**src/rtl/gse_pkg.sv**
```systemverilog
package gse_pkg;

  // Sample width follows the sample port; chunk width follows code_bits.
  localparam int SampleBits   = 16;
  localparam int MaxQuotient  = 1984;
  localparam int ChunkBits    = 32;
  localparam int DivisorBits  = 16;

  localparam int QuoBits      = $clog2(MaxQuotient + 1);
  localparam int DivRadixBits = 4;
  localparam int DivCycles    = (SampleBits + DivRadixBits - 1) / DivRadixBits;
  localparam int DvdBits      = DivCycles * DivRadixBits;
  localparam int DivCntBits   = (DivCycles > 1) ? $clog2(DivCycles) : 1;
  localparam int LogBits      = $clog2(DivisorBits + 1);
  localparam int CntBits      = $clog2(ChunkBits + 1);
  localparam int WideBits     = 2 * ChunkBits;
  localparam int ShiftBits    = $clog2(WideBits + 1);

  localparam int QueueDepth   = 2;
  localparam int QPtrBits     = (QueueDepth > 1) ? $clog2(QueueDepth) : 1;

  localparam logic [DivisorBits-1:0] DivisorReset = DivisorBits'(4);

  // register indexes
  localparam int RegDivisor = 0;

  typedef struct packed {
    logic                   err;
    logic [QuoBits-1:0]     quo;
    logic [DivisorBits-1:0] rval;
    logic [LogBits-1:0]     rlen;
  } code_desc_t;

  typedef enum logic [1:0] {
    F_IDLE,
    F_DIV,
    F_FIN
  } front_state_e;

  typedef enum logic [1:0] {
    B_IDLE,
    B_BODY,
    B_TAIL
  } back_state_e;

  // smallest k with 2^k >= m, m >= 1
  function automatic logic [LogBits-1:0] ceil_log2(input logic [DivisorBits-1:0] m);
    logic [DivisorBits-1:0] mm;
    logic [LogBits-1:0]     k;
    mm = m - DivisorBits'(1);
    k  = '0;
    for (int i = 0; i < DivisorBits; i++) begin
      if (mm[i]) k = LogBits'(i + 1);
    end
    return k;
  endfunction

endpackage

```
**src/rtl/gse_front.sv**
```systemverilog
module gse_front import gse_pkg::*; (
  input  logic                   clk_i,
  input  logic                   rst_ni,
  input  logic                   push_i,
  output logic                   full_o,
  input  logic [15:0]            sample_i,
  input  logic [DivisorBits-1:0] divisor_i,
  output logic                   desc_valid_o,
  output code_desc_t             desc_o,
  input  logic                   desc_full_i
);

  front_state_e state_q, state_d;

  logic [DvdBits-1:0]     dvd_q, dvd_d;
  logic [DivisorBits-1:0] rem_q, rem_d;
  logic [DivisorBits-1:0] m_q;
  logic [LogBits-1:0]     k_q;
  logic [DivisorBits:0]   t_q;
  logic [DivCntBits-1:0]  cnt_q;

  logic                   accept;
  logic                   div_last;
  logic [SampleBits-1:0]  folded;
  logic [DivisorBits-1:0] m_in;
  logic [LogBits-1:0]     k_in;
  logic                   rem_small;

  assign accept   = push_i && !full_o;
  assign div_last = (cnt_q == DivCntBits'(DivCycles - 1));

  // zigzag fold: 2v, or 2|v|-1 for negatives
  assign folded = {sample_i[SampleBits-2:0], 1'b0} ^ {SampleBits{sample_i[SampleBits-1]}};
  assign m_in   = (divisor_i == '0) ? DivisorBits'(1) : divisor_i;
  assign k_in   = ceil_log2(m_in);

  always_comb begin
    state_d = state_q;
    case (state_q)
      F_IDLE:  if (push_i) state_d = F_DIV;
      F_DIV:   if (div_last) state_d = F_FIN;
      F_FIN:   if (!desc_full_i) state_d = F_IDLE;
      default: state_d = F_IDLE;
    endcase
  end

  always_comb begin
    full_o       = 1'b1;
    desc_valid_o = 1'b0;
    case (state_q)
      F_IDLE:  full_o = 1'b0;
      F_FIN:   desc_valid_o = 1'b1;
      default: ;
    endcase
  end

  // radix-16 restoring divide: four compare/subtract steps per cycle
  always_comb begin
    logic [DivisorBits:0] trial;
    dvd_d = dvd_q;
    rem_d = rem_q;
    for (int j = 0; j < DivRadixBits; j++) begin
      trial = {rem_d, dvd_d[DvdBits-1]};
      dvd_d = {dvd_d[DvdBits-2:0], 1'b0};
      if (trial >= {1'b0, m_q}) begin
        rem_d    = DivisorBits'(trial - {1'b0, m_q});
        dvd_d[0] = 1'b1;
      end else begin
        rem_d = trial[DivisorBits-1:0];
      end
    end
  end

  always_ff @(posedge clk_i or negedge rst_ni) begin
    if (!rst_ni) begin
      state_q <= F_IDLE;
      cnt_q   <= '0;
    end else begin
      state_q <= state_d;
      if (accept) cnt_q <= '0;
      else if (state_q == F_DIV) cnt_q <= cnt_q + DivCntBits'(1);
    end
  end

  always_ff @(posedge clk_i) begin
    if (accept) begin
      dvd_q <= DvdBits'(folded);
      rem_q <= '0;
      m_q   <= m_in;
      k_q   <= k_in;
      t_q   <= (DivisorBits+1)'((DivisorBits+1)'(1) << k_in) - {1'b0, m_in};
    end else if (state_q == F_DIV) begin
      dvd_q <= dvd_d;
      rem_q <= rem_d;
    end
  end

  // truncated binary remainder
  assign rem_small = ({1'b0, rem_q} < t_q);

  always_comb begin
    desc_o.err  = (dvd_q > DvdBits'(MaxQuotient));
    desc_o.quo  = dvd_q[QuoBits-1:0];
    desc_o.rval = rem_small ? rem_q : DivisorBits'({1'b0, rem_q} + t_q);
    desc_o.rlen = rem_small ? (k_q - LogBits'(1)) : k_q;
  end

endmodule

```
**src/rtl/gse_queue.sv**
```systemverilog
module gse_queue import gse_pkg::*; (
  input  logic       clk_i,
  input  logic       rst_ni,
  input  logic       wr_valid_i,
  input  code_desc_t wr_data_i,
  output logic       full_o,
  output logic       rd_valid_o,
  output code_desc_t rd_data_o,
  input  logic       rd_pop_i
);

  code_desc_t          mem_q [QueueDepth];
  logic [QPtrBits-1:0] wr_ptr_q, rd_ptr_q;
  logic [QPtrBits:0]   count_q;
  logic                do_wr, do_rd;

  assign full_o     = (count_q == (QPtrBits+1)'(QueueDepth));
  assign rd_valid_o = (count_q != '0);
  assign rd_data_o  = mem_q[rd_ptr_q];
  assign do_wr      = wr_valid_i && !full_o;
  assign do_rd      = rd_pop_i && rd_valid_o;

  function automatic logic [QPtrBits-1:0] ptr_inc(input logic [QPtrBits-1:0] p);
    return (p == QPtrBits'(QueueDepth - 1)) ? '0 : p + QPtrBits'(1);
  endfunction

  always_ff @(posedge clk_i or negedge rst_ni) begin
    if (!rst_ni) begin
      wr_ptr_q <= '0;
      rd_ptr_q <= '0;
      count_q  <= '0;
    end else begin
      if (do_wr) wr_ptr_q <= ptr_inc(wr_ptr_q);
      if (do_rd) rd_ptr_q <= ptr_inc(rd_ptr_q);
      case ({do_wr, do_rd})
        2'b10:   count_q <= count_q + (QPtrBits+1)'(1);
        2'b01:   count_q <= count_q - (QPtrBits+1)'(1);
        default: ;
      endcase
    end
  end

  always_ff @(posedge clk_i) begin
    if (do_wr) mem_q[wr_ptr_q] <= wr_data_i;
  end

endmodule

```
**src/rtl/gse_back.sv**
```systemverilog
module gse_back import gse_pkg::*; (
  input  logic                 clk_i,
  input  logic                 rst_ni,
  input  logic                 desc_valid_i,
  input  code_desc_t           desc_i,
  output logic                 desc_pop_o,
  output logic                 empty_o,
  input  logic                 pop_i,
  output logic [ChunkBits-1:0] code_bits_o,
  output logic [CntBits-1:0]   bit_count_o,
  output logic                 last_chunk_o,
  output logic                 too_long_o
);

  back_state_e state_q, state_d;

  logic [QuoBits-1:0]     ones_q;
  logic [DivisorBits-1:0] rval_q;
  logic [LogBits-1:0]     rlen_q;
  logic                   err_q;
  logic [ChunkBits-1:0]   tail_bits_q;
  logic [CntBits-1:0]     tail_cnt_q;

  logic                   out_valid_q;
  logic                   out_free;
  logic                   emit;
  logic [ChunkBits-1:0]   bits_d;
  logic [CntBits-1:0]     cnt_d;
  logic                   last_d, err_d;

  logic                   many_ones;
  logic [CntBits-1:0]     ones_lo;
  logic [CntBits:0]       n_bits;
  logic [ShiftBits-1:0]   sh;
  logic [WideBits-1:0]    word;
  logic                   fits;

  assign out_free  = !out_valid_q || pop_i;
  assign many_ones = (ones_q >= QuoBits'(ChunkBits));
  assign ones_lo   = ones_q[CntBits-1:0];
  // ones, then the zero stop bit and the remainder bits
  assign n_bits    = (CntBits+1)'(ones_lo) + (CntBits+1)'(rlen_q) + (CntBits+1)'(1);
  assign sh        = ShiftBits'(WideBits) - ShiftBits'(n_bits);
  assign word      = ~({WideBits{1'b1}} >> ones_lo) | (WideBits'(rval_q) << sh);
  assign fits      = (n_bits <= (CntBits+1)'(ChunkBits));

  always_comb begin
    state_d = state_q;
    case (state_q)
      B_IDLE: if (desc_valid_i) state_d = B_BODY;
      B_BODY: begin
        if (out_free) begin
          if (err_q) state_d = B_IDLE;
          else if (!many_ones) state_d = fits ? B_IDLE : B_TAIL;
        end
      end
      B_TAIL:  if (out_free) state_d = B_IDLE;
      default: state_d = B_IDLE;
    endcase
  end

  always_comb begin
    desc_pop_o = 1'b0;
    emit       = 1'b0;
    bits_d     = '0;
    cnt_d      = '0;
    last_d     = 1'b0;
    err_d      = 1'b0;
    case (state_q)
      B_IDLE: desc_pop_o = desc_valid_i;
      B_BODY: begin
        emit = out_free;
        if (err_q) begin
          last_d = 1'b1;
          err_d  = 1'b1;
        end else if (many_ones) begin
          bits_d = '1;
          cnt_d  = CntBits'(ChunkBits);
        end else begin
          bits_d = word[WideBits-1 -: ChunkBits];
          cnt_d  = fits ? n_bits[CntBits-1:0] : CntBits'(ChunkBits);
          last_d = fits;
        end
      end
      B_TAIL: begin
        emit   = out_free;
        bits_d = tail_bits_q;
        cnt_d  = tail_cnt_q;
        last_d = 1'b1;
      end
      default: ;
    endcase
  end

  always_ff @(posedge clk_i or negedge rst_ni) begin
    if (!rst_ni) begin
      state_q     <= B_IDLE;
      out_valid_q <= 1'b0;
    end else begin
      state_q <= state_d;
      if (emit) out_valid_q <= 1'b1;
      else if (pop_i) out_valid_q <= 1'b0;
    end
  end

  always_ff @(posedge clk_i) begin
    if (desc_pop_o) begin
      ones_q <= desc_i.quo;
      rval_q <= desc_i.rval;
      rlen_q <= desc_i.rlen;
      err_q  <= desc_i.err;
    end else if (state_q == B_BODY && emit && many_ones) begin
      ones_q <= ones_q - QuoBits'(ChunkBits);
    end
    if (state_q == B_BODY && emit) begin
      tail_bits_q <= word[ChunkBits-1:0];
      tail_cnt_q  <= CntBits'(n_bits - (CntBits+1)'(ChunkBits));
    end
    if (emit) begin
      code_bits_o  <= bits_d;
      bit_count_o  <= cnt_d;
      last_chunk_o <= last_d;
      too_long_o   <= err_d;
    end
  end

  assign empty_o = !out_valid_q;

endmodule

```
**src/rtl/golomb_signed_encoder_core.sv**
```systemverilog
// channel  | handshake          | word
// ---------+--------------------+------------------------------------------
// sample   | push / full        | sample_i
// result   | pop / empty        | code_bits_o, bit_count_o, last_chunk_o, too_long_o
// config   | APB write / read   | divisor at byte address 0
//
// Front: accepts a sample, divides it (4 quotient bits per cycle) and hands the
// descriptor to a 2-deep queue, waiting while it is full, then takes the next one.
// Back: a load, then quotient/32 + 1 or + 2 chunks, one per cycle while popped.
// Front and back run concurrently; the slower of the two sets the rate.
// Async active-low reset clears control state; divisor resets to 4.
// full drops only when the front is idle; a full queue holds it high after the divide.
module golomb_signed_encoder_core import gse_pkg::*; (
  input  logic                   clk_i,
  input  logic                   rst_ni,
  input  logic                   push,
  output logic                   full,
  input  logic [15:0]            sample_i,
  output logic                   empty,
  input  logic                   pop,
  output logic [31:0]            code_bits_o,
  output logic [5:0]             bit_count_o,
  output logic                   last_chunk_o,
  output logic                   too_long_o,
  input  logic                   psel,
  input  logic                   penable,
  input  logic                   pwrite,
  input  logic [2:0]             paddr,
  input  logic [31:0]            pwdata,
  output logic [31:0]            prdata,
  output logic                   pready
);

  logic [DivisorBits-1:0] divisor_q;
  logic                   reg_hit;

  code_desc_t fq_wr_data, fq_rd_data;
  logic       fq_wr_valid, fq_full, fq_rd_valid, fq_pop;

  assign pready  = 1'b1;
  assign reg_hit = (paddr[2] == 1'(RegDivisor));

  always_ff @(posedge clk_i or negedge rst_ni) begin
    if (!rst_ni) begin
      divisor_q <= DivisorReset;
    end else if (psel && penable && pwrite && pready && reg_hit) begin
      divisor_q <= pwdata[DivisorBits-1:0];
    end
  end

  assign prdata = reg_hit ? 32'(divisor_q) : '0;

  gse_front u_front (
    .clk_i        (clk_i),
    .rst_ni       (rst_ni),
    .push_i       (push),
    .full_o       (full),
    .sample_i     (sample_i),
    .divisor_i    (divisor_q),
    .desc_valid_o (fq_wr_valid),
    .desc_o       (fq_wr_data),
    .desc_full_i  (fq_full)
  );

  gse_queue u_queue (
    .clk_i      (clk_i),
    .rst_ni     (rst_ni),
    .wr_valid_i (fq_wr_valid),
    .wr_data_i  (fq_wr_data),
    .full_o     (fq_full),
    .rd_valid_o (fq_rd_valid),
    .rd_data_o  (fq_rd_data),
    .rd_pop_i   (fq_pop)
  );

  gse_back u_back (
    .clk_i        (clk_i),
    .rst_ni       (rst_ni),
    .desc_valid_i (fq_rd_valid),
    .desc_i       (fq_rd_data),
    .desc_pop_o   (fq_pop),
    .empty_o      (empty),
    .pop_i        (pop),
    .code_bits_o  (code_bits_o),
    .bit_count_o  (bit_count_o),
    .last_chunk_o (last_chunk_o),
    .too_long_o   (too_long_o)
  );

endmodule

```
**config.mk**
```make
export PLATFORM = sky130hd
export DESIGN_NAME = golomb_signed_encoder_core
export DESIGN_NICKNAME = d
export VERILOG_FILES = /design/src/rtl/gse_pkg.sv /design/src/rtl/gse_front.sv /design/src/rtl/gse_queue.sv /design/src/rtl/gse_back.sv /design/src/rtl/golomb_signed_encoder_core.sv
export SDC_FILE = /design/constraint.sdc
export NUM_CORES = 1
export LEC_CHECK = 0
export BUFFER_PORTS_ARGS = -buffer_cell sky130_fd_sc_hd__clkbuf_2
export CORE_ASPECT_RATIO = 1.75
export CORE_MARGIN = 2
export CORE_UTILIZATION = 50
export CTS_CLUSTER_SIZE = 8
export DETAILED_ROUTE_END_ITERATION = 10
export PLACE_DENSITY_LB_ADDON = 0.15
export SLEW_MARGIN = 20
export SYNTH_ARGS = -nofsm -noshare
export SYNTH_HDL_FRONTEND = slang
export SYNTH_SLANG_ARGS = --single-unit
```
**constraint.sdc**
```tcl
create_clock -name clk_i -period 15.4 [get_ports clk_i]
set_input_delay 2.31 -clock clk_i [delete_from_list [all_inputs] [get_ports clk_i]]
set_output_delay 2.31 -clock clk_i [all_outputs]
set_load 0.01 [all_outputs]
```
==> results <==
- After routing, the total negative slack on setup checks comes to 0 ns.
- The top cell type's share of synthesized area is 36.53%.
- The total buffers and inverters traversed by the critical path is 3.
- The die covers 39,620 um^2.
- The time the worst path needs with I/O delays and setup is 11.20 ns.
- The number of antenna diodes in the final layout is 0.
- Counting flops with an async set or reset pin after synthesis yields a share of 9.854%.
- For this run, the number of Yosys warnings is 0.
- The endpoint with the worst hold slack is u_front.cnt_q[0]$_DFFE_PN0P_.
- The share of the core filled with cells in the final layout is 55.90%.
- The number of max-capacitance violations reported is 0.
- The number of slew-limit violations in the final report is 0.
- In the final design database the tool counted 2,224 nets.
- For this design, the slowest cell found on the critical path is sky130_fd_sc_hd__o21ai_4.
- The number of remaining DRC errors is 0.
- Once routing completed, OpenROAD measured the worst setup slack at 4.197 ns.
- The share of the clock period used by the worst path after layout is 72.75%.
- The post-layout instance area is 20,970 um^2.
- The initial utilization of the core area, before any placement, comes to 50.61%.
- In the final layout, the share of cells above drive strength 1 is 13.19%.
- The biggest area contributor in the post-synthesis netlist is sky130_fd_sc_hd__edfxtp_1.
- STA classifies the critical path startpoint as a flip-flop.
- The startpoint-to-endpoint class of the critical path is reg -> reg.
- The placed instances occupy a cell area of 19,820 um^2.
- The mean instance size in the synthesized netlist is 9.649 um^2.
- On the final layout, the worst clock skew is 0.02531 ns.
- In this run, CTS created clock tree buffers numbering 40.
- After global routing the overflow that remains totals 0.
- The latest clock arrival within the worst-skew pair is 0.54 ns.
- The minimum setup slack after placement is 4.269 ns.
- During placement, the flow inserted port buffers numbering 97.
- The number of distinct library cells after synthesis is 97.
- Across all register-to-register paths, the minimum setup slack is 4.20 ns.
- The critical path endpoint category is a flip-flop.
- At the worst endpoint, the required time is 15.80 ns.
- The floorplan step set the die height to 261.8 um.
- The most repeated library cell on the critical path is sky130_fd_sc_hd__ha_1.
- The path class of the tightest hold or removal check is reg -> reg.
- The maximum fanout count along the critical path is 27.
- Synthesis handed over a netlist of 1,968 instances.
- After synthesis the cells add up to 18,990 um^2.
- The final number of hold-violating endpoints is 0.
- The via count is 15.04k.
- The worst register-to-register path ends at u_front.rem_q[13]$_SDFFE_PP0P_.
- Yosys mapped a number of flops with a built-in enable equal to 231.
- The TritonCTS clock tree is done.
- The number of cell rows is 94.
- Clock-pin slew was measured on the worst setup and hold paths at 0.06 ns.
- For this run, the top clock speed supported by timing is 89.26 MHz.
- The buffer type at the clock tree root is sky130_fd_sc_hd__clkbuf_16.
- Counting instances, the worst hold path has a depth of 1.
- Global routing used 26.83% of the available tracks across all layers.
- Setup repair after global routing left no endpoint under its margin.
- The area of the core region is 37,520 um^2.
- For this run, the leading register cell type out of synthesis is sky130_fd_sc_hd__edfxtp_1.
- The average wire per standard cell is 20.77 um.
- From synthesis to final layout, the design area changed by 10.44%.
- The pin count of the biggest net entering global routing is 45.
- At the pin with the least slew margin, the transition time is 1.110 ns.
- The run finished with clean final reports.
- The number of antenna violations at the first check in global routing is 0.
- Pin placement for this block handled 133 I/O pins.
- Ranked by total cell area, the synthesized netlist is headed by sky130_fd_sc_hd__edfxtp_1 37%, sky130_fd_sc_hd__ha_1 8.4%, sky130_fd_sc_hd__xnor2_1 4.0%.
- In this run the critical register-to-register path is launched from u_front.m_q[1]$_DFFE_PP_.
- The average via count per standard cell is 5.935.
- Summing the sequential cell areas from Yosys gives 41.78% of the chip area.
- The H-tree was split into 2 levels.
- The first detailed-routing pass ran for 5 iterations.
- At the end of routability-driven placement, the weighted congestion stood at 0.9737.
- The aggregate routed wire length is 52.65 mm.
- The number of gates resized after CTS was 0.
- Measured in cells, the most critical reg-to-reg path has a length of 40.
- For the worst setup path, the data arrival time is 11.60 ns.
- The setup-violating endpoint count in the final report is 0.
- The first global-routing pass estimated 81.43 mm of wire.
- The number of setup buffers added after CTS is 0.
- The worst hold path begins at u_front.cnt_q[0]$_DFFE_PN0P_.
- The post-synthesis sequential element count is 274.
- The via count of the first global-routing pass is 15.04k.
- The maximum buffer depth of the clock tree is 3.
- For this design, the sink count on the clock tree is 274.
- In this run, post-CTS hold repair placed 0 buffers.
- The die is 151.3 um wide.
- The cell family contributing the most delay on the critical path is compound AO/OA/AOI/OAI gates.
- The detail route stage leaves a number of antenna-violating nets equal to 0.
- The initial detailed-routing violation count is 734.
- The critical path starts at u_front.m_q[1]$_DFFE_PP_.
- The peak per-stage delay on the critical path is 0.67 ns.
- After legalization and detailed placement, the total HPWL measured 40.83 mm.
- Headroom to the max-slew limit came out at 25.38%.
-- layer usage --
| metal | GRT usage, % | wire length [um] | part of all wire (%) |
|---|---|---|---|
| met5 | 0 | 0 | 0 |
| met1 | 25.08 | 17330 | 33 |
| met2 | 52.51 | 28900 | 55 |
| met3 | 3.003 | 2014 | 3.8 |
| met4 | 19.00 | 4415 | 8.4 |
-- flip-flops by register name (all words and copies together), names as in the netlist, 5 cells and up --
signal / flops
u_back.tail_bits_q: 32
u_front.dvd_q: 16
u_back.rval_q: 16
u_front.m_q: 16
u_front.k_q: 5
u_back.ones_q: 11
divisor_q: 16
u_back.rlen_q: 5
u_front.rem_q: 16
u_queue.mem_q: 66
u_front.t_q: 17
u_back.code_bits_o: 32
u_back.bit_count_o: 6
u_back.tail_cnt_q: 6
-- worst max path at each step --
stage / to / slack (ns) / cells past startpoint
4_1_cts: u_front.rem_q[13]$_SDFFE_PP0P_ / 4.23 / 36
3_3_place_gp: u_front.rem_q[13]$_SDFFE_PP0P_ / 4.36 / 36
6_report: u_front.rem_q[13]$_SDFFE_PP0P_ / 4.20 / 40
5_1_grt: u_front.rem_q[13]$_SDFFE_PP0P_ / 3.49 / 40
2_1_floorplan: u_front.rem_q[13]$_SDFFE_PP0P_ / 6.22 / 45
3_5_place_dp: u_front.rem_q[13]$_SDFFE_PP0P_ / 4.27 / 36
-- logic make-up (layout without fill, tap and decap cells) --
| group | after synthesis | in the layout | synth area share, % |
|---|---|---|---|
| AND/OR/NAND/NOR | 575 | 575 | 14.06 |
| AO/OA/AOI/OAI | 488 | 488 | 16.31 |
| flip-flops | 274 | 274 | 41.78 |
| buffers and inverters | 244 | 316 | 5.396 |
| multiplexers | 137 | 137 | 7.979 |
| adder cells (fa/ha/maj) | 134 | 134 | 9.106 |
| XOR/XNOR | 114 | 114 | 5.330 |
| other | 2 | 17 | 0.03955 |
-- per-stage QoR --
step	cells	hold slack [ns]
final	2535	0.4965
after global routing	2535	0.5171
after CTS	2535	0.4945
after detailed placement	2470	0.4866
after global placement	2470	0.4756
after floorplan	1983	0.4592
-- synth_stat cells (8+ instances only) --
cell type	count
sky130_fd_sc_hd__and2_1	15
sky130_fd_sc_hd__mux2_2	62
sky130_fd_sc_hd__a21oi_1	111
sky130_fd_sc_hd__nand4_1	14
sky130_fd_sc_hd__nor4_1	14
sky130_fd_sc_hd__nand2_1	171
sky130_fd_sc_hd__dfrtp_1	26
sky130_fd_sc_hd__xor2_1	27
sky130_fd_sc_hd__a31oi_1	18
sky130_fd_sc_hd__inv_1	126
sky130_fd_sc_hd__nor2_1	181
sky130_fd_sc_hd__a211oi_1	17
sky130_fd_sc_hd__nor3_1	39
sky130_fd_sc_hd__o21bai_1	14
sky130_fd_sc_hd__nand3_1	49
sky130_fd_sc_hd__dfxtp_1	16
sky130_fd_sc_hd__a21o_1	21
sky130_fd_sc_hd__edfxtp_1	231
sky130_fd_sc_hd__o211ai_1	16
sky130_fd_sc_hd__ha_1	127
sky130_fd_sc_hd__a22oi_1	16
sky130_fd_sc_hd__nand2b_1	13
sky130_fd_sc_hd__buf_4	19
sky130_fd_sc_hd__o2111ai_1	8
sky130_fd_sc_hd__clkbuf_1	82
sky130_fd_sc_hd__mux2i_1	64
sky130_fd_sc_hd__nor2b_1	23
sky130_fd_sc_hd__o21a_1	24
sky130_fd_sc_hd__or3_1	13
sky130_fd_sc_hd__nor3b_1	8
sky130_fd_sc_hd__o21ai_0	142
sky130_fd_sc_hd__xnor2_1	86
sky130_fd_sc_hd__mux2_4	8
sky130_fd_sc_hd__o21ai_1	15
sky130_fd_sc_hd__o22ai_1	15
-- layout make-up --
type	count	area [um^2]
clock buffer	62	1105
clock inverter	3	47.55
fill	3391	16550
inverter	128	480.5
multi-input combinational	1465	10120
sequential	274	7934
tap	480	600.6
timing repair buffer	123	680.7
-- cell usage in the layout (no fill, tap or decap), drive strengths merged, types with 8 or more instances in the layout --
master   Yosys  routed
a31oi       19      19
ha         127     127
o31ai        8       8
nand2      172     172
and2        15      15
nor3        40      40
xnor2       86      86
inv        126     128
a22oi       16      16
o22ai       15      15
buf         33      26
o21a        24      24
mux2i       64      64
nand4       14      14
edfxtp     231     231
a21oi      114     114
mux2        71      71
or3         13      13
dfrtp       26      26
nor2       182     182
clkbuf      82     159
a21o        21      21
a211oi      18      18
o21ai      159     159
nand3       49      49
nand2b      13      13
o2111ai      8       8
o211ai      16      16
dfxtp       16      16
nor4        14      14
o21bai      16      16
conb         2      17
xor2        27      27
nor2b       24      24
nor3b        8       8
Power is not shown: default switching activity piles up to over one toggle a cycle in this logic, so the estimate is an artifact.
